===== src/hdl/midi_to_link_byte_translator_core_defines.svh =====
// Assertion macros for the MIDI to link byte translator.
// Included by modules that carry concurrent checks; expects clock and reset in scope.
`ifndef MIDI_TO_LINK_BYTE_TRANSLATOR_CORE_DEFINES_SVH
`define MIDI_TO_LINK_BYTE_TRANSLATOR_CORE_DEFINES_SVH

`ifndef ASSERT_OFF

// Check a property on the rising clock edge, disabled while rst is high
`define MLBT_ASSERT_ON(lbl, rst, prop, msg) \
   lbl: assert property (@(posedge clock) disable iff (rst) prop) else $error(msg);

// Check a property, disabled while the block reset is high
`define MLBT_ASSERT(lbl, prop, msg) \
   `MLBT_ASSERT_ON(lbl, reset, prop, msg)

`else

`define MLBT_ASSERT_ON(lbl, rst, prop, msg)
`define MLBT_ASSERT(lbl, prop, msg)

`endif

`endif


===== src/hdl/mlbt_pkg.sv =====
// Shared types, codes and lookup functions for the MIDI to link byte translator.
// No dependencies; used by the controller, the datapath and the top level.
`default_nettype none

package mlbt_pkg;

   // Mode register codes
   localparam logic [2:0] MODE_CLOCK_SYNC  = 3'd0;
   localparam logic [2:0] MODE_CLOCK_SLAVE = 3'd1;
   localparam logic [2:0] MODE_ROW_MAP     = 3'd2;
   localparam logic [2:0] MODE_KEYBOARD    = 3'd3;
   localparam logic [2:0] MODE_PASSTHROUGH = 3'd4;

   // Input action codes
   localparam logic [1:0] ACT_MIDI    = 2'd0;
   localparam logic [1:0] ACT_STARTED = 2'd1;
   localparam logic [1:0] ACT_STOPPED = 2'd2;

   // MIDI status high nibbles
   localparam logic [3:0] HI_NOTE_OFF = 4'h8;
   localparam logic [3:0] HI_NOTE_ON  = 4'h9;

   // Link bytes
   localparam logic [7:0] BYTE_OCT_UP     = 8'h06;
   localparam logic [7:0] BYTE_OCT_DOWN   = 8'h05;
   localparam logic [7:0] BYTE_EXT_PREFIX = 8'hE0;
   localparam logic [7:0] BYTE_ROW_OFF    = 8'hFE;
   localparam logic [7:0] BYTE_START      = 8'hFA;
   localparam logic [7:0] BYTE_STOP       = 8'hFC;

   // Note thresholds
   localparam logic [7:0] KEY_NOTE_START  = 8'd48;
   localparam logic [7:0] LOW_NOTE_START  = 8'd36;
   localparam logic [7:0] SECOND_ROW_BASE = 8'h3C;
   localparam logic [7:0] NOTE_BYTE_BASE  = 8'd30;
   localparam logic [7:0] NOTE_PLAY       = 8'd24;
   localparam logic [7:0] NOTE_HALT       = 8'd25;
   localparam logic [7:0] NOTE_DIV1       = 8'd26;
   localparam logic [7:0] NOTE_DIV2       = 8'd27;
   localparam logic [7:0] NOTE_DIV4       = 8'd28;
   localparam logic [7:0] NOTE_DIV8       = 8'd29;
   localparam logic [2:0] OCTAVE_MAX      = 3'd6;

   // Controller states
   typedef enum logic [1:0] {
      ST_IDLE,
      ST_DECODE,
      ST_LOAD,
      ST_SEND
   } mlbt_state_type;

   // Controller to datapath commands
   typedef struct packed {
      logic capture;
      logic decode;
      logic load;
   } mlbt_cmd_type;

   // Datapath to controller status
   typedef struct packed {
      logic pending;
   } mlbt_sts_type;

   // Remainder by twelve through a reciprocal multiply (exact for 0..255)
   function automatic logic [3:0] mod12(input logic [7:0] v);
      logic [15:0] prod;
      logic [4:0]  quot;
      logic [7:0]  rem;
      prod = {8'd0, v} * 16'd171;
      quot = prod[15:11];
      rem  = v - ({3'd0, quot} * 8'd12);
      return rem[3:0];
   endfunction

   // Keyboard scancode for a note within two rows of twelve
   function automatic logic [7:0] scan_code(input logic [4:0] idx);
      logic [7:0] code;
      case (idx)
         5'd0:  code = 8'h1A;
         5'd1:  code = 8'h1B;
         5'd2:  code = 8'h22;
         5'd3:  code = 8'h23;
         5'd4:  code = 8'h21;
         5'd5:  code = 8'h2A;
         5'd6:  code = 8'h34;
         5'd7:  code = 8'h32;
         5'd8:  code = 8'h33;
         5'd9:  code = 8'h31;
         5'd10: code = 8'h3B;
         5'd11: code = 8'h3A;
         5'd12: code = 8'h15;
         5'd13: code = 8'h1E;
         5'd14: code = 8'h1D;
         5'd15: code = 8'h26;
         5'd16: code = 8'h24;
         5'd17: code = 8'h2D;
         5'd18: code = 8'h2E;
         5'd19: code = 8'h2C;
         5'd20: code = 8'h36;
         5'd21: code = 8'h35;
         5'd22: code = 8'h3D;
         5'd23: code = 8'h3C;
         default: code = 8'h00;
      endcase
      return code;
   endfunction

   // Command key for the low note range
   function automatic logic [7:0] low_code(input logic [3:0] idx);
      logic [7:0] code;
      case (idx)
         4'd0:  code = 8'h01;
         4'd1:  code = 8'h09;
         4'd2:  code = 8'h78;
         4'd3:  code = 8'h07;
         4'd4:  code = 8'h68;
         4'd5:  code = 8'h74;
         4'd6:  code = 8'h75;
         4'd7:  code = 8'h72;
         4'd8:  code = 8'h5A;
         4'd9:  code = 8'h7A;
         4'd10: code = 8'h7D;
         4'd11: code = 8'h29;
         default: code = 8'h00;
      endcase
      return code;
   endfunction

endpackage

`default_nettype wire


===== src/hdl/mlbt_ctrl.sv =====
// Controller state machine for the MIDI to link byte translator.
// Depends on mlbt_pkg and the assertion macro header.
`default_nettype none
`include "midi_to_link_byte_translator_core_defines.svh"

module mlbt_ctrl (
   input  wire logic                  clock,
   input  wire logic                  reset,
   input  wire logic                  req_valid,
   output logic                       req_ready,
   output logic                       rsp_valid,
   input  wire logic                  rsp_ready,
   input  wire mlbt_pkg::mlbt_sts_type sts,
   output mlbt_pkg::mlbt_cmd_type     cmd
);
   import mlbt_pkg::*;

   mlbt_state_type state_ff, state_in;

   // Hold the state
   always_ff @(posedge clock) begin
      if (reset) begin
         state_ff <= ST_IDLE;
      end else begin
         state_ff <= state_in;
      end
   end

   // Advance the state
   always_comb begin
      state_in = state_ff;
      unique case (state_ff)
         ST_IDLE: begin
            if (req_valid && req_ready) begin
               state_in = ST_DECODE;
            end
         end
         ST_DECODE: begin
            state_in = ST_LOAD;
         end
         ST_LOAD: begin
            state_in = sts.pending ? ST_SEND : ST_IDLE;
         end
         ST_SEND: begin
            if (rsp_ready && !sts.pending) begin
               state_in = ST_IDLE;
            end
         end
         default: begin
            state_in = ST_IDLE;
         end
      endcase
   end

   // Drive handshakes and datapath commands; take no input while in reset
   always_comb begin
      req_ready   = 1'b0;
      rsp_valid   = 1'b0;
      cmd.capture = 1'b0;
      cmd.decode  = 1'b0;
      cmd.load    = 1'b0;
      unique case (state_ff)
         ST_IDLE: begin
            req_ready   = !reset;
            cmd.capture = req_valid && !reset;
         end
         ST_DECODE: begin
            cmd.decode = 1'b1;
         end
         ST_LOAD: begin
            cmd.load = sts.pending;
         end
         ST_SEND: begin
            rsp_valid = 1'b1;
            cmd.load  = rsp_ready && sts.pending;
         end
         default: begin
            req_ready = 1'b0;
         end
      endcase
   end

   `MLBT_ASSERT(a_no_overlap, !(req_ready && rsp_valid), "input taken while a byte is shown")
   `MLBT_ASSERT(a_accept_decode, (req_valid && req_ready) |=> (state_ff == ST_DECODE), "accepted item not decoded next")
   `MLBT_ASSERT(a_load_pending, cmd.load |-> sts.pending, "byte loaded with nothing pending")

endmodule

`default_nettype wire


===== src/hdl/mlbt_datapath.sv =====
// Datapath for the MIDI to link byte translator: input capture, mode state,
// byte plan and output register. Depends on mlbt_pkg and the assertion macro header.
`default_nettype none
`include "midi_to_link_byte_translator_core_defines.svh"

module mlbt_datapath (
   input  wire logic                   clock,
   input  wire logic                   reset,
   input  wire mlbt_pkg::mlbt_cmd_type cmd,
   output mlbt_pkg::mlbt_sts_type      sts,
   input  wire logic                   csr_wr_en,
   input  wire logic [2:0]             csr_wr_data,
   input  wire logic [1:0]             req_action,
   input  wire logic [7:0]             req_status_byte,
   input  wire logic [7:0]             req_first_data,
   input  wire logic [7:0]             req_second_data,
   input  wire logic [15:0]            req_frame_offset,
   output logic [7:0]                  rsp_link_byte,
   output logic [15:0]                 rsp_byte_offset,
   output logic                        rsp_last_byte,
   output logic                        rsp_clock_enabled,
   output logic [3:0]                  rsp_tempo_divide
);
   import mlbt_pkg::*;

   // Captured input item
   logic [1:0]  action_ff;
   logic [7:0]  status_ff;
   logic [7:0]  data1_ff;
   logic [7:0]  data2_ff;
   logic [15:0] offset_ff;

   // Mode register and persistent state
   logic [2:0] mode_ff, mode_in;
   logic [2:0] octave_ff, octave_in;
   logic [7:0] held_row_ff, held_row_in;
   logic       held_valid_ff, held_valid_in;
   logic       play_ff, play_in;
   logic [3:0] div_ff, div_in;

   // Byte plan: octave steps first, then up to three main bytes
   logic [2:0]  step_cnt_ff, step_cnt_in;
   logic [7:0]  step_code_ff, step_code_in;
   logic [1:0]  main_cnt_ff, main_cnt_in;
   logic [7:0]  main0_ff, main0_in;
   logic [7:0]  main1_ff, main1_in;
   logic [7:0]  main2_ff, main2_in;
   logic [15:0] main_off_ff, main_off_in;

   // Output register
   logic [7:0]  out_byte_ff, out_byte_in;
   logic [15:0] out_off_ff, out_off_in;
   logic        out_last_ff, out_last_in;

   // Decoder results
   logic [2:0]  d_steps;
   logic [7:0]  d_code;
   logic [1:0]  d_cnt;
   logic [7:0]  d_b0, d_b1, d_b2;
   logic [15:0] d_off;
   logic [2:0]  d_octave;
   logic [7:0]  d_held_row;
   logic        d_held_valid;
   logic        d_play;
   logic [3:0]  d_div;

   // Capture the input item on transfer
   always_ff @(posedge clock) begin
      if (cmd.capture) begin
         action_ff <= req_action;
         status_ff <= req_status_byte;
         data1_ff  <= req_first_data;
         data2_ff  <= req_second_data;
         offset_ff <= req_frame_offset;
      end
   end

   // Decode the captured item into a byte plan and next state
   always_comb begin
      logic [3:0] hi;
      logic [3:0] chan;
      logic [7:0] rel;
      logic [7:0] row;
      logic [7:0] lcmd;
      logic [7:0] lidx;
      logic [4:0] sidx;
      logic [3:0] rmod;
      logic [2:0] oct;

      hi   = status_ff[7:4];
      chan = status_ff[3:0];
      rel  = data1_ff - KEY_NOTE_START;
      lidx = data1_ff - LOW_NOTE_START;
      lcmd = low_code(lidx[3:0]);
      row  = {data1_ff[7] ^ chan[0], data1_ff[6:0]};
      rmod = mod12(rel);
      sidx = (rel >= SECOND_ROW_BASE) ? ({1'b0, rmod} + 5'd12) : {1'b0, rmod};

      // Octave from the note, capped
      if (rel >= 8'd72) begin
         oct = OCTAVE_MAX;
      end else if (rel >= 8'd60) begin
         oct = 3'd5;
      end else if (rel >= 8'd48) begin
         oct = 3'd4;
      end else if (rel >= 8'd36) begin
         oct = 3'd3;
      end else if (rel >= 8'd24) begin
         oct = 3'd2;
      end else if (rel >= 8'd12) begin
         oct = 3'd1;
      end else begin
         oct = 3'd0;
      end

      d_steps      = 3'd0;
      d_code       = BYTE_OCT_UP;
      d_cnt        = 2'd0;
      d_b0         = 8'h00;
      d_b1         = 8'h00;
      d_b2         = 8'h00;
      d_off        = offset_ff;
      d_octave     = octave_ff;
      d_held_row   = held_row_ff;
      d_held_valid = held_valid_ff;
      d_play       = play_ff;
      d_div        = div_ff;

      if (action_ff == ACT_STARTED || action_ff == ACT_STOPPED) begin
         // Transport bytes go out only in clock-slave mode
         if (mode_ff == MODE_CLOCK_SLAVE) begin
            d_cnt = 2'd1;
            d_b0  = (action_ff == ACT_STARTED) ? BYTE_START : BYTE_STOP;
            d_off = 16'd0;
         end
      end else if (action_ff == ACT_MIDI) begin
         case (mode_ff)
            MODE_CLOCK_SLAVE: begin
               if (hi == HI_NOTE_ON) begin
                  if (data1_ff == NOTE_PLAY) begin
                     d_play = 1'b1;
                  end else if (data1_ff == NOTE_HALT) begin
                     d_play = 1'b0;
                  end else if (data1_ff == NOTE_DIV1) begin
                     d_div = 4'd1;
                  end else if (data1_ff == NOTE_DIV2) begin
                     d_div = 4'd2;
                  end else if (data1_ff == NOTE_DIV4) begin
                     d_div = 4'd4;
                  end else if (data1_ff == NOTE_DIV8) begin
                     d_div = 4'd8;
                  end else if (data1_ff >= NOTE_BYTE_BASE) begin
                     d_cnt = 2'd1;
                     d_b0  = data1_ff - NOTE_BYTE_BASE;
                  end
               end
            end
            MODE_ROW_MAP: begin
               if (chan <= 4'd1) begin
                  if (hi == HI_NOTE_ON) begin
                     d_cnt        = 2'd1;
                     d_b0         = row;
                     d_held_row   = row;
                     d_held_valid = 1'b1;
                  end else if (hi == HI_NOTE_OFF) begin
                     if (held_valid_ff && held_row_ff == row) begin
                        d_cnt        = 2'd1;
                        d_b0         = BYTE_ROW_OFF;
                        d_held_valid = 1'b0;
                     end
                  end
               end
            end
            MODE_KEYBOARD: begin
               if (hi == HI_NOTE_ON) begin
                  if (data1_ff >= KEY_NOTE_START) begin
                     // Step the octave, then send the scancode
                     if (oct > octave_ff) begin
                        d_steps = oct - octave_ff;
                        d_code  = BYTE_OCT_UP;
                     end else begin
                        d_steps = octave_ff - oct;
                        d_code  = BYTE_OCT_DOWN;
                     end
                     d_octave = oct;
                     d_cnt    = 2'd1;
                     d_b0     = scan_code(sidx);
                  end else if (data1_ff >= LOW_NOTE_START) begin
                     // Cursor keys carry the extended prefix
                     if (lcmd == 8'h68 || lcmd == 8'h72 || lcmd == 8'h74 || lcmd == 8'h75) begin
                        d_cnt = 2'd2;
                        d_b0  = BYTE_EXT_PREFIX;
                        d_b1  = lcmd;
                     end else begin
                        d_cnt = 2'd1;
                        d_b0  = lcmd;
                     end
                  end
               end
            end
            MODE_PASSTHROUGH: begin
               d_cnt = 2'd3;
               d_b0  = status_ff;
               d_b1  = data1_ff;
               d_b2  = data2_ff;
            end
            default: begin
               d_cnt = 2'd0;
            end
         endcase
      end
   end

   // Select the next value of state, plan and output register
   always_comb begin
      mode_in       = csr_wr_en ? csr_wr_data : mode_ff;
      octave_in     = octave_ff;
      held_row_in   = held_row_ff;
      held_valid_in = held_valid_ff;
      play_in       = play_ff;
      div_in        = div_ff;
      step_cnt_in   = step_cnt_ff;
      step_code_in  = step_code_ff;
      main_cnt_in   = main_cnt_ff;
      main0_in      = main0_ff;
      main1_in      = main1_ff;
      main2_in      = main2_ff;
      main_off_in   = main_off_ff;
      out_byte_in   = out_byte_ff;
      out_off_in    = out_off_ff;
      out_last_in   = out_last_ff;

      if (cmd.decode) begin
         octave_in     = d_octave;
         held_row_in   = d_held_row;
         held_valid_in = d_held_valid;
         play_in       = d_play;
         div_in        = d_div;
         step_cnt_in   = d_steps;
         step_code_in  = d_code;
         main_cnt_in   = d_cnt;
         main0_in      = d_b0;
         main1_in      = d_b1;
         main2_in      = d_b2;
         main_off_in   = d_off;
      end else if (cmd.load) begin
         if (step_cnt_ff != 3'd0) begin
            // Pop an octave step
            out_byte_in = step_code_ff;
            out_off_in  = 16'd0;
            out_last_in = (step_cnt_ff == 3'd1) && (main_cnt_ff == 2'd0);
            step_cnt_in = step_cnt_ff - 3'd1;
         end else begin
            // Pop a main byte and shift the rest down
            out_byte_in = main0_ff;
            out_off_in  = main_off_ff;
            out_last_in = (main_cnt_ff == 2'd1);
            main_cnt_in = main_cnt_ff - 2'd1;
            main0_in    = main1_ff;
            main1_in    = main2_ff;
         end
      end
   end

   // Control state
   always_ff @(posedge clock) begin
      if (reset) begin
         mode_ff       <= MODE_CLOCK_SYNC;
         octave_ff     <= 3'd0;
         held_row_ff   <= 8'd0;
         held_valid_ff <= 1'b0;
         play_ff       <= 1'b0;
         div_ff        <= 4'd1;
         step_cnt_ff   <= 3'd0;
         main_cnt_ff   <= 2'd0;
      end else begin
         mode_ff       <= mode_in;
         octave_ff     <= octave_in;
         held_row_ff   <= held_row_in;
         held_valid_ff <= held_valid_in;
         play_ff       <= play_in;
         div_ff        <= div_in;
         step_cnt_ff   <= step_cnt_in;
         main_cnt_ff   <= main_cnt_in;
      end
   end

   // Payload registers
   always_ff @(posedge clock) begin
      step_code_ff <= step_code_in;
      main0_ff     <= main0_in;
      main1_ff     <= main1_in;
      main2_ff     <= main2_in;
      main_off_ff  <= main_off_in;
      out_byte_ff  <= out_byte_in;
      out_off_ff   <= out_off_in;
      out_last_ff  <= out_last_in;
   end

   assign sts.pending       = (step_cnt_ff != 3'd0) || (main_cnt_ff != 2'd0);
   assign rsp_link_byte     = out_byte_ff;
   assign rsp_byte_offset   = out_off_ff;
   assign rsp_last_byte     = out_last_ff;
   assign rsp_clock_enabled = play_ff;
   assign rsp_tempo_divide  = div_ff;

   `MLBT_ASSERT(a_div_onehot, $onehot(div_ff), "tempo divisor not a power of two")
   `MLBT_ASSERT(a_octave_cap, octave_ff <= OCTAVE_MAX, "octave beyond cap")
   `MLBT_ASSERT(a_step_zero_off, (cmd.load && step_cnt_ff != 3'd0) |=> (out_off_ff == 16'd0 && !out_last_ff), "octave step byte with offset or end mark")

endmodule

`default_nettype wire


===== src/hdl/midi_to_link_byte_translator_core.sv =====
// MIDI to link byte translator, top level: controller plus datapath.
// Depends on mlbt_pkg, mlbt_ctrl and mlbt_datapath.
//
// Usage:
//   req_* channel carries one MIDI message or transport event per transfer;
//   rsp_* channel returns zero to seven link bytes for it, in order, with
//   rsp_last_byte set on the final one. An item that makes no byte returns
//   nothing. csr_wr_en/csr_wr_data write the mode register; write only while
//   the block is idle.
//   One item at a time: req_ready is high only in the idle state. After the
//   input transfer the item passes through a decode state and a load state,
//   then each byte is shown in the send state until rsp_ready takes it.
//   A stall on rsp_ready holds the current byte and its fields unchanged and
//   holds off further input.
//   Reset (synchronous, active high) returns to idle, clears the mode to
//   clock sync, octave, held row and play flag, and sets the divisor to one.
`default_nettype none

module midi_to_link_byte_translator_core (
   input  wire logic        clock,
   input  wire logic        reset,
   input  wire logic        csr_wr_en,
   input  wire logic [2:0]  csr_wr_data,
   input  wire logic        req_valid,
   output logic             req_ready,
   input  wire logic [1:0]  req_action,
   input  wire logic [7:0]  req_status_byte,
   input  wire logic [7:0]  req_first_data,
   input  wire logic [7:0]  req_second_data,
   input  wire logic [15:0] req_frame_offset,
   output logic             rsp_valid,
   input  wire logic        rsp_ready,
   output logic [7:0]       rsp_link_byte,
   output logic [15:0]      rsp_byte_offset,
   output logic             rsp_last_byte,
   output logic             rsp_clock_enabled,
   output logic [3:0]       rsp_tempo_divide
);
   import mlbt_pkg::*;

   mlbt_cmd_type cmd;
   mlbt_sts_type sts;

   // Sequence the item through decode and byte delivery
   mlbt_ctrl u_ctrl (
      .clock     (clock),
      .reset     (reset),
      .req_valid (req_valid),
      .req_ready (req_ready),
      .rsp_valid (rsp_valid),
      .rsp_ready (rsp_ready),
      .sts       (sts),
      .cmd       (cmd)
   );

   // Hold state, plan bytes and drive the result payload
   mlbt_datapath u_datapath (
      .clock             (clock),
      .reset             (reset),
      .cmd               (cmd),
      .sts               (sts),
      .csr_wr_en         (csr_wr_en),
      .csr_wr_data       (csr_wr_data),
      .req_action        (req_action),
      .req_status_byte   (req_status_byte),
      .req_first_data    (req_first_data),
      .req_second_data   (req_second_data),
      .req_frame_offset  (req_frame_offset),
      .rsp_link_byte     (rsp_link_byte),
      .rsp_byte_offset   (rsp_byte_offset),
      .rsp_last_byte     (rsp_last_byte),
      .rsp_clock_enabled (rsp_clock_enabled),
      .rsp_tempo_divide  (rsp_tempo_divide)
   );

endmodule

`default_nettype wire

===== config.mk =====
export PLATFORM = sky130hd
export DESIGN_NAME = midi_to_link_byte_translator_core
export DESIGN_NICKNAME = d
export VERILOG_FILES = /design/src/hdl/mlbt_pkg.sv /design/src/hdl/mlbt_ctrl.sv /design/src/hdl/mlbt_datapath.sv /design/src/hdl/midi_to_link_byte_translator_core.sv
export VERILOG_INCLUDE_DIRS = /design/src /design/src/hdl
export SDC_FILE = /design/constraint.sdc
export NUM_CORES = 1
export LEC_CHECK = 0
export BUFFER_PORTS_ARGS = -buffer_cell sky130_fd_sc_hd__buf_2
export CORE_ASPECT_RATIO = 1.2
export CORE_UTILIZATION = 45
export CTS_CLUSTER_DIAMETER = 60
export DETAILED_ROUTE_END_ITERATION = 10
export GPL_TIMING_DRIVEN = 0
export PLACE_DENSITY_LB_ADDON = 0.25
export SYNTH_ARGS = -nofsm -noshare
export SYNTH_HDL_FRONTEND = slang
export SYNTH_SLANG_ARGS = --single-unit

===== constraint.sdc =====
create_clock -name clock -period 5.7 [get_ports clock]
set_input_delay 1.14 -clock clock [delete_from_list [all_inputs] [get_ports clock]]
set_output_delay 1.14 -clock clock [all_outputs]
set_load 0.05 [all_outputs]

==> results of run 1 <==
flip-flops by register name, indices dropped and copies added, names as in the netlist, 3 cells and up:
register                     count
u_datapath.rsp_link_byte         8
u_datapath.mode_ff               3
u_datapath.status_ff             8
u_datapath.step_cnt_ff           3
u_datapath.rsp_byte_offset      16
u_datapath.data2_ff              8
u_datapath.main2_ff              8
u_datapath.data1_ff              8
u_datapath.main_off_ff          16
u_datapath.held_row_ff           8
u_datapath.rsp_tempo_divide      4
u_datapath.main1_ff              8
u_datapath.octave_ff             3
u_datapath.main0_ff              8
u_datapath.offset_ff            16
power by group through the flow:
stage	registers [mW]	clock network, mW	logic [mW]
finish	1.21	0.990	1.97
global route	1.22	1.05	2.14
CTS	1.21	1.01	1.87
detailed placement	1.23	0	1.61
global placement	1.23	0	1.58
floorplan	1.27	0	1.24
cells by family (layout without fill, tap and decap cells):
kind of cell             Yosys count  after routing  synth area share, %
multiplexers                      15             15                 1.88
AO/OA/AOI/OAI                    159            159                 13.4
AND/OR/NAND/NOR                  264            264                 16.8
adder cells (fa/ha/maj)           76             76                 12.7
buffers and inverters            100            243                 5.34
flip-flops                       136            136                 46.1
XOR/XNOR                          28             28                 3.75
repair_timing:
item                       in CTS  in global routing
gates resized for setup        21                 10
setup endpoints to repair       6                  6
buffers inserted               31                  1
gates cloned                    0                  0
pin swaps                      19                  6
metal layers:
metal	routed length (um)	vias to the layer above	share of wire (%)
li1	-	3072	-
met1	8640	3018	43
met2	9490	220	47
met3	1110	57	5.5
met4	932	0	4.6
met5	0	-	0
area by class of cell:
| type | count | share of cell area [%] |
|---|---|---|
| Timing Repair Buffer | 114 | 6.89 |
| Inverter | 65 | 2.54 |
| Clock inverter | 9 | 0.791 |
| Tap cell | 220 | 2.76 |
| Clock buffer | 22 | 4.46 |
| Sequential cell | 136 | 38.3 |
| Buffer | 33 | 1.97 |
| Multi-Input combinational cell | 542 | 42.3 |
stage by stage:
step | TNS (ns) | power, mW | std cells | setup slack, ns | area (sq um)
2_1_floorplan | 0 | 2.51 | 778 | 0.0127 | 8370
3_3_place_gp | -3.91 | 2.81 | 1078 | -0.868 | 9040
3_5_place_dp | -4.40 | 2.84 | 1080 | -0.932 | 9080
4_1_cts | -0.120 | 4.09 | 1140 | -0.0671 | 9900
5_1_grt | -1.04 | 4.40 | 1141 | -0.251 | 9970
6_report | -0.0596 | 4.17 | 1141 | -0.0549 | 9970
worst register-to-register path, cell delays in order, from the launching register on:
cell      delay (ns)
edfxtp_1        0.42
buf_6           0.15
ha_4            0.15
nand2b_4        0.14
and2_4          0.18
ha_4            0.26
inv_2           0.03
fa_1            0.47
inv_1           0.05
fa_1            0.55
inv_2           0.05
ha_4            0.21
o21a_1          0.12
o2111a_2        0.29
a221oi_4        0.31
xnor2_1         0.15
ha_2            0.21
xnor2_2         0.13
xnor2_2         0.14
xor3_2          0.30
xnor3_1         0.27
buf_6           0.15
nor2_4          0.04
a22o_1          0.26
a211oi_4        0.31
o22ai_2         0.14
worst paths after layout:
check	endpoint	slack [ns]	cells after the start
max	u_datapath.main0_ff[0]	-0.05	25
min	u_datapath.held_valid_ff	0.46	2
max reg2reg	u_datapath.main0_ff[0]	-0.05	25
min reg2reg	u_datapath.held_valid_ff	0.46	2
cells in the final DEF, fill, tap and decap left out, types with 9 or more instances in the layout:
cell       netlist  final
clkbuf_16        0     17
and3_1          10     10
nand3_1          9      9
nor3_1          15     14
clkbuf_1        20     24
buf_4            2     31
xnor2_1         19     15
and2_1          45     43
fa_1            13     13
o21ai_0         32     32
nand2b_1        11     10
nor2_1          69     66
o22ai_1         10      9
a21oi_1         36     35
a211oi_1        10      9
edfxtp_1       109    109
ha_1            63     57
o211ai_1         9      9
inv_1           65     61
buf_6            6     10
dfxtp_1         27     27
buf_2            3     82
nand2_1         52     52
a22o_1           9      9
mux2i_1         11     11
==> qor.csv, run 1 <==
metric,value,unit
outcome,"complete, but fails checks",
violations,setup timing,
rsz0062_at_grt,yes,
start_util,46.5,%
dpl.hpwl,14800,um
p_int,2.69,mW
synth_cells,778,
port_buffers,80,
antenna_found_initial,0,
netlist_area,8260,sq um
worstPathArrival,5.90,ns
cts_tree,yes,
combPwrFrac,47.3,%
grt_overflow_total,0,
cts_sinks,136,
vdd_drop_max,0.323,mV
path_buf_inv,5,
drtAntennaViolNets,0,
synthTopCellsByCount,"edfxtp_1, nor2_1, inv_1",
drcViolationCount,0,
worstHoldPathType,flip-flop to flip-flop,
setup_viol,2,
routedWlPerCell,17.7,um
required,5.85,ns
sequentialPowerShare,29.0,%
clk_pin_slew,0.06,ns
path_class,flip-flop to flip-flop,
ys.flop_type,edfxtp_1,
synth_top_cell_area_share,39.6,%
totalWireLength,20200,um
gp_congestion,0.927,
whs,0.462,ns
num_rows,53,
worstHoldStart,u_datapath.held_valid_ff,
slew_violations,0,
via_per_inst,5.58,
drt-initial-drc-count,467,
cts_buffers,17,
fill_cells,1555,
max-cap-violations,0,
cp_max_fo,7,
critPathMaxStageDelay,0.55,ns
die_h,150,um
synth_edf_count,109,
grt_use_met2,36.1,%
max_freq,174,MHz
switching_share,35.5,%
io_pins,82,
synth_most_common_cell,edfxtp_1,
ys_ff_latch,136,
multiInputGateArea,4220,sq um
finClkSkew,0.0114,ns
die_x,126,um
gr-usage-met3,4.66,%
finalWorstPathRequiredPeriod,5.75,ns
grt_max_degree,41,
timing.final.crit_share,101,%
yosys.cell_types.count,87,
cp_top_family,adder cells,
hold_violations,0,
endpoint_kind,flip-flop,
grt_usage,21.9,%
yosys_warnings,0,
async_reset_ff_share,0,%
crit_top_cell,ha_4,
fin_ws,-0.0549,ns
worstMarginPinSlew,1.26,ns
cts.path.max_buffers,2,
grt_pass1_vias,6161,
r2r-start,u_datapath.data1_ff[5],
synthToLayoutAreaGrowth,20.6,%
yosysTopAreaCell,edfxtp_1,
power_density,419,nW/um^2
drt_pass1_iterations,5,
p_clk_share,23.7,%
insertion_delay,0.42,ns
finalNetCount,1035,
grt_pass1_wl,31500,um
die_area,18900,sq um
leakagePower,3.96,nW
num_antenna_cells,0,
start_kind,flip-flop,
yosysSeqAreaShare,46.1,%
core_area,17800,sq um
final_layout_size_suffix_gt1_share,22.4,%
syn_area_per_cell,10.6,sq um
critPathSlowestCell,fa_1,
synth_nets,904,
relSlewSlack,15.5,%
root_buffer,clkbuf_16,
yosys-top-cells-area,"edfxtp_1, ha_1, dfxtp_1",
finish.utilization,56.1,%
netSwitchingPower,1.48,mW
startpoint,u_datapath.data1_ff[5],
seqCellArea,3810,sq um
htreeDepth,4,
route.vias.total,6367,
gr-max-usage-layer,met2,
grtUsageMet1,26.4,%
hold_buffers,0,
No activity file was read; power rests on OpenSTA's default activity.
==> run 2, diff against run 1 <==
==> constraint.sdc (replaced) <==
create_clock -name clock -period 6.9 [get_ports clock]
set_input_delay 1.38 -clock clock [delete_from_list [all_inputs] [get_ports clock]]
set_output_delay 1.38 -clock clock [all_outputs]
set_load 0.05 [all_outputs]
==> run 2 against run 1 <==
Effect of this change: the flow now finishes without violations; routed wire length fell by 3.0%; non-clock buffer count fell by 23; sequential share of layout area rose by 1.5 points; fmax fell by 13%; sequential power fell by 17%; total power fell by 24%; clock skew rose by 0.0012 ns; register-to-register slack improved by 0.37 ns; clock power fell by 17%; die area did not move.
==> qor.csv, run 2 (same netlist as run 1, synthesis figures left out) <==
metric,value,unit,change
finClkSkew,0.0126,ns,+0.00116 ns
whs,0.474,ns,+0.0126 ns
outcome,finished clean,,
endpoint_kind,flip-flop,,
totalWireLength,19600,um,-3.0%
place_inst,1080,,unchanged
sequentialPowerShare,31.3,%,+2.3 points
die_area,18900,sq um,unchanged
core_area,17800,sq um,unchanged
drt_pass1_iterations,6,,+1
path_class,flip-flop to flip-flop,,
routedWlPerCell,17.5,um,-1.1%
p_int,2.07,mW,-23%
worstHoldPathType,flip-flop to flip-flop,,
slew_violations,0,,unchanged
root_buffer,clkbuf_16,,
grt_max_degree,42,,+2.4%
grt_overflow_total,0,,unchanged
finalWorstPathRequiredPeriod,6.58,ns,+0.826 ns
dpl_cell_area,8980,sq um,-1.1%
combPwrFrac,42.9,%,-4.4 points
io_pins,82,,unchanged
design_area,9590,sq um,-3.7%
worstReg2RegEnd,u_datapath.main0_ff[0],,
start_util,46.5,%,unchanged
preCtsSetupSlack,-0.377,ns,+0.554 ns
cts.path.max_buffers,2,,unchanged
cp_max_fo,10,,+3
gp_congestion,0.922,,-0.63%
drt-initial-drc-count,656,,+40%
startpoint,u_datapath.data1_ff[4],,
worstPathArrival,6.72,ns,+0.82 ns
vdd_drop_max,0.189,mV,-42%
max_freq,152,MHz,-13%
grt_pass1_vias,5955,,-3.3%
layout_common_cells,"edfxtp_1, buf_2, nor2_1",,
antenna_found_initial,0,,unchanged
insertion_delay,0.42,ns,about the same
r2r_cells,25,,unchanged
timing.final.crit_share,95.4,%,-5.6 points
p_clk_share,25.8,%,+2.1 points
final_cells,1119,,-1.9%
cts_buffers,17,,unchanged
endpoint,u_datapath.main0_ff[0],,
finalNetCount,1012,,-2.2%
drtAntennaViolNets,0,,unchanged
netSwitchingPower,1.12,mW,-24%
cts_tree,yes,,
grt_usage,21.3,%,-0.60 points
htreeDepth,4,,unchanged
hold_violations,0,,unchanged
switching_share,35.1,%,-0.43 points
die_h,150,um,unchanged
leakagePower,3.82,nW,-3.4%
die_x,126,um,unchanged
power,3.19,mW,-24%
drcViolationCount,0,,unchanged
rsz0062_at_grt,no,,
setup_viol,0,,-2
worstHoldStart,u_datapath.held_valid_ff,,
via_per_inst,5.67,,+1.6%
final_layout_size_suffix_gt1_share,17.9,%,-4.5 points
dpl.hpwl,14700,um,-0.51%
r2r-start,u_datapath.data1_ff[4],,
start_kind,flip-flop,,
cts_sinks,136,,unchanged
power_density,333,nW/um^2,-21%
route.vias.total,6345,,-0.35%
max-cap-violations,0,,unchanged
num_antenna_cells,0,,unchanged
relSlewSlack,25.3,%,+9.7 points
worstMarginPinSlew,1.11,ns,-0.145 ns
mostFrequentLayoutCell,edfxtp_1,,
rrSetupSlack,0.32,ns,+0.37 ns
grt_pass1_wl,30800,um,-2.4%
num_rows,53,,unchanged
port_buffers,80,,unchanged
required,7.04,ns,+1.19 ns
clk_pin_slew,0.06,ns,about the same
fin_ws,0.319,ns,+0.374 ns
synthToLayoutAreaGrowth,16.1,%,
==> run 2: cell types whose count changed in the layout (fill, tap and decap cells not counted), sizes merged <==
cell	delta
inv	+3
clkdlybuf4s25	+1
buf	-25
clkinv	+1
clkbuf	-2
==> run 2: worst max-delay path: stages (launching register included) <==
cell and delay (ns):
edfxtp_1 0.46, ha_1 0.32, nand2b_1 0.23, and2_1 0.16, clkbuf_1 0.21, ha_1 0.34, inv_1 0.05, fa_1 0.47
inv_1 0.06, fa_1 0.53, inv_1 0.04, ha_1 0.23, a2111oi_2 0.33, o21ai_1 0.18, a221oi_4 0.34, xnor2_1 0.10
ha_1 0.20, xnor2_1 0.23, xnor2_2 0.17, xor3_2 0.35, xnor3_1 0.36, buf_6 0.15, nor2_1 0.06, a22o_1 0.25
a211oi_2 0.34, o22ai_1 0.14
==> run 2: per-stage QoR <==
stage | utilization (%) | TNS, ns
global placement | 50.3 | -0.831
finish | 54.0 | 0
global route | 54.0 | 0
CTS | 53.8 | 0
detailed placement | 50.5 | -1.15
floorplan | - | 0
==> run 2: metal layers <==
metal	part of all wire [%]	vias up	routed length, um	track usage [%]
met5	0	-	0	0
met4	3.1	0	610	9.21
met3	6.2	46	1210	4.80
met2	48	260	9410	35.8
met1	43	3012	8340	26.3
li1	-	3027	-	-
==> run 2: area by class of cell <==
cell class / instances / area (sq um)
clock inverters: 13 / 104
flip-flops and latches: 136 / 3810
inverters: 65 / 244
fillers: 1567 / 8180
clock buffers: 19 / 433
repair buffers: 89 / 488
well taps: 220 / 275
multi-input cells: 542 / 4040
plain buffers: 35 / 198
==> run 2: worst min-delay path by stage <==
stage	to	slack, ns	cells after the start
5_1_grt	u_datapath.held_valid_ff	0.48	2
3_5_place_dp	u_datapath.held_valid_ff	0.46	2
3_3_place_gp	u_datapath.held_valid_ff	0.45	2
4_1_cts	u_datapath.held_valid_ff	0.46	2
6_report	u_datapath.held_valid_ff	0.47	2
2_1_floorplan	u_datapath.held_valid_ff	0.44	2
==> run 2: power by group through the flow <==
stage	combinational [mW]	sequential (mW)	clock (mW)
after floorplan	0.985	1.05	0
after global placement	1.26	1.02	0
after detailed placement	1.29	1.02	0
after CTS	1.33	0.999	0.840
after global routing	1.51	1.01	0.873
final	1.37	0.999	0.823
==> run 2: repair_timing <==
item	CTS	global route
hold buffers	0	0
gates resized for setup	4	2
pin swaps	1	2
setup endpoints to repair	4	4
setup buffers	4	3
==> run 3, diff against run 2 <==
--- a/config.mk
+++ b/config.mk
@@ -15,4 +15,5 @@
 export PLACE_DENSITY_LB_ADDON = 0.25
 export SYNTH_ARGS = -nofsm -noshare
 export SYNTH_HDL_FRONTEND = slang
+export SYNTH_HIERARCHICAL = 1
 export SYNTH_SLANG_ARGS = --single-unit
==> run 3 against run 2 <==
Effect of this change: flip-flop and latch count is the same; register-to-register slack gained 0.03 ns; combinational power fell by 33%; global-route usage is 0.11 points lower; final cell count shrank 4.2%; core utilization decreased by 0.61 points; die area is 3.2% lower; critical path type unchanged; highest routed layer unchanged.
==> qor.csv, run 3 <==
metric,value,unit,change
max_freq,153,MHz,+0.41%
via_per_inst,5.29,,-6.7%
preCtsSetupSlack,0.277,ns,+0.655 ns
cts_sinks,136,,unchanged
hold_depth,2,,unchanged
rrSetupSlack,0.35,ns,+0.03 ns
grt_overflow_total,0,,unchanged
grt_pass1_vias,5576,,-6.4%
drtAntennaViolNets,0,,unchanged
worstMarginPinSlew,1.02,ns,-0.0889 ns
finalNetCount,969,,-4.2%
endpoint_kind,flip-flop,,
leakagePower,3.80,nW,-0.59%
syn_area_per_cell,10.9,sq um,+2.3%
num_rows,53,,unchanged
fill_cells,1596,,+1.9%
yosys_warnings,6,,+6
cts_buffers,17,,unchanged
start_kind,flip-flop,,
synth_nets,866,,-4.2%
yosys-top-cells-area,"edfxtp_1, ha_1, dfxtp_1",,
finClkSkew,0.0172,ns,+0.00460 ns
cts_resized,0,,-4
synth_edf_count,109,,unchanged
worstPathArrival,6.71,ns,about the same
ys.flop_type,edfxtp_1,,
setup_viol,0,,unchanged
drt-initial-drc-count,461,,-30%
multiInputGateArea,3750,sq um,-7.1%
required,7.06,ns,+0.02 ns
hold_violations,0,,unchanged
cts_setup_buffers,0,,-4
yosys.cell_types.count,82,,-5.7%
rsz0062_at_grt,no,,
ys_ff_latch,136,,unchanged
hold_buffers,0,,unchanged
dpl.hpwl,13500,um,-8.0%
cp_max_fo,10,,unchanged
slew_violations,0,,unchanged
synth_top_cell_area_share,40.9,%,+1.3 points
root_buffer,clkbuf_16,,
core_area,17400,sq um,-1.9%
final_layout_size_suffix_gt1_share,17.8,%,-0.068 points
layout_common_cells,"edfxtp_1, buf_2, inv_1",,
yosysSeqAreaShare,47.7,%,+1.5 points
mostFrequentLayoutCell,edfxtp_1,,
worstHoldPathType,flip-flop to flip-flop,,
vdd_drop_max,0.186,mV,-1.4%
start_util,45.9,%,-0.64 points
finalWorstPathRequiredPeriod,6.55,ns,-0.0267 ns
drt_pass1_iterations,5,,-1
fin_ws,0.346,ns,+0.0267 ns
path_class,flip-flop to flip-flop,,
seqCellArea,3810,sq um,unchanged
setup-tns-final,0,ns,unchanged
cts_tree,yes,,
power_density,296,nW/um^2,-11%
die_h,148,um,-1.6%
grt_pass1_wl,28900,um,-6.1%
antenna_found_initial,0,,unchanged
synthToLayoutAreaGrowth,16.4,%,
gp_congestion,0.947,,+2.7%
htreeDepth,4,,unchanged
grt_usage,21.2,%,-0.11 points
clk_pin_slew,0.06,ns,about the same
netlist_area,8000,sq um,-3.2%
async_reset_ff_share,0,%,unchanged
io_pins,82,,unchanged
num_antenna_cells,0,,unchanged
max-cap-violations,0,,unchanged
relSlewSlack,31.1,%,+5.9 points
port_buffers,81,,+1.3%
die_area,18300,sq um,-3.2%
grt_max_degree,41,,-2.4%
yosysTopAreaCell,edfxtp_1,,
synth_cells,736,,-5.4%
whs,0.450,ns,-0.0239 ns
insertion_delay,0.42,ns,about the same
timing.final.crit_share,95.0,%,-0.39 points
route.vias.total,5672,,-11%
totalWireLength,18300,um,-6.6%
power,2.75,mW,-14%
synthTopCellsByCount,"edfxtp_1, inv_1, ha_1",,
cts.path.max_buffers,2,,unchanged
outcome,finished clean,,
routedWlPerCell,17.1,um,-2.5%
die_x,124,um,-1.6%
synth_most_common_cell,edfxtp_1,,
r2r_cells,22,,-12%
drcViolationCount,0,,unchanged
run 3: changes by cell type after synthesis, moves of 8 or more:
cell     delta
nor2_1     -16
nand2_1     -8
a21oi_1    +11
a22o_1      -9
inv_1      +11
run 3: through the flow:
step	utilization (%)	area, sq um	instances
finish	53.4	9310	1072
global route	53.4	9310	1072
CTS	53.3	9300	1072
detailed placement	50.2	8750	1040
global placement	49.8	8680	1037
floorplan	-	8000	736
run 3: power by group:
group          internal, mW  switching [mW]
sequential            0.956          0.0224
combinational         0.383           0.534
clock                 0.507           0.351
run 3: path summary, 6_finish.rpt:
check                                 start                             end
min          u_datapath/rsp_tempo_divide[2]  u_datapath/rsp_tempo_divide[2]
min reg2reg  u_datapath/rsp_tempo_divide[2]  u_datapath/rsp_tempo_divide[2]
max                  u_datapath/data1_ff[5]          u_datapath/main0_ff[1]
max reg2reg          u_datapath/data1_ff[5]          u_datapath/main0_ff[1]
run 3: layer usage:
| layer | track usage, % | wire length, um |
|---|---|---|
| met5 | 0 | 0 |
| met1 | 26.6 | 7840 |
| met4 | 6.75 | 239 |
| met2 | 36.6 | 9410 |
| met3 | 3.68 | 805 |
run 3: critical path, cell delays in order, from the launching register on:
cell and delay [ns]:
edfxtp_1 0.46, buf_2 0.30, inv_1 0.20, ha_1 0.50
inv_1 0.13, fa_1 0.57, fa_1 0.45, fa_1 0.54
inv_1 0.05, ha_1 0.29, nand4_1 0.10, a21oi_1 0.06
a211oi_2 0.40, xnor2_1 0.18, ha_1 0.22, xor2_2 0.21
xnor2_2 0.11, xnor2_2 0.18, xnor2_4 0.29, xor2_4 0.35
mux2i_1 0.15, a2111oi_2 0.44, o21ai_1 0.11
run 3: area by class of cell:
cell class	count	share of cell area, %
flip-flops and latches	136	41.0
repair buffers	84	5.03
plain buffers	28	1.68
inverters	77	3.10
multi-input cells	495	40.3
clock buffers	22	4.88
well taps	220	2.96
clock inverters	10	1.06
run 3: kinds of logic (layout without fill, tap and decap cells):
| family | count (synthesis) | after routing | synth area share (%) |
|---|---|---|---|
| AOI/OAI and AO/OA | 147 | 147 | 11.8 |
| muxes | 17 | 17 | 2.35 |
| and+or+nand+nor | 224 | 224 | 14.8 |
| buffers and inverters | 105 | 221 | 5.57 |
| adders and majority gates | 80 | 80 | 13.7 |
| DFF | 136 | 136 | 47.7 |
| xor gates and xnor gates | 27 | 27 | 4.07 |
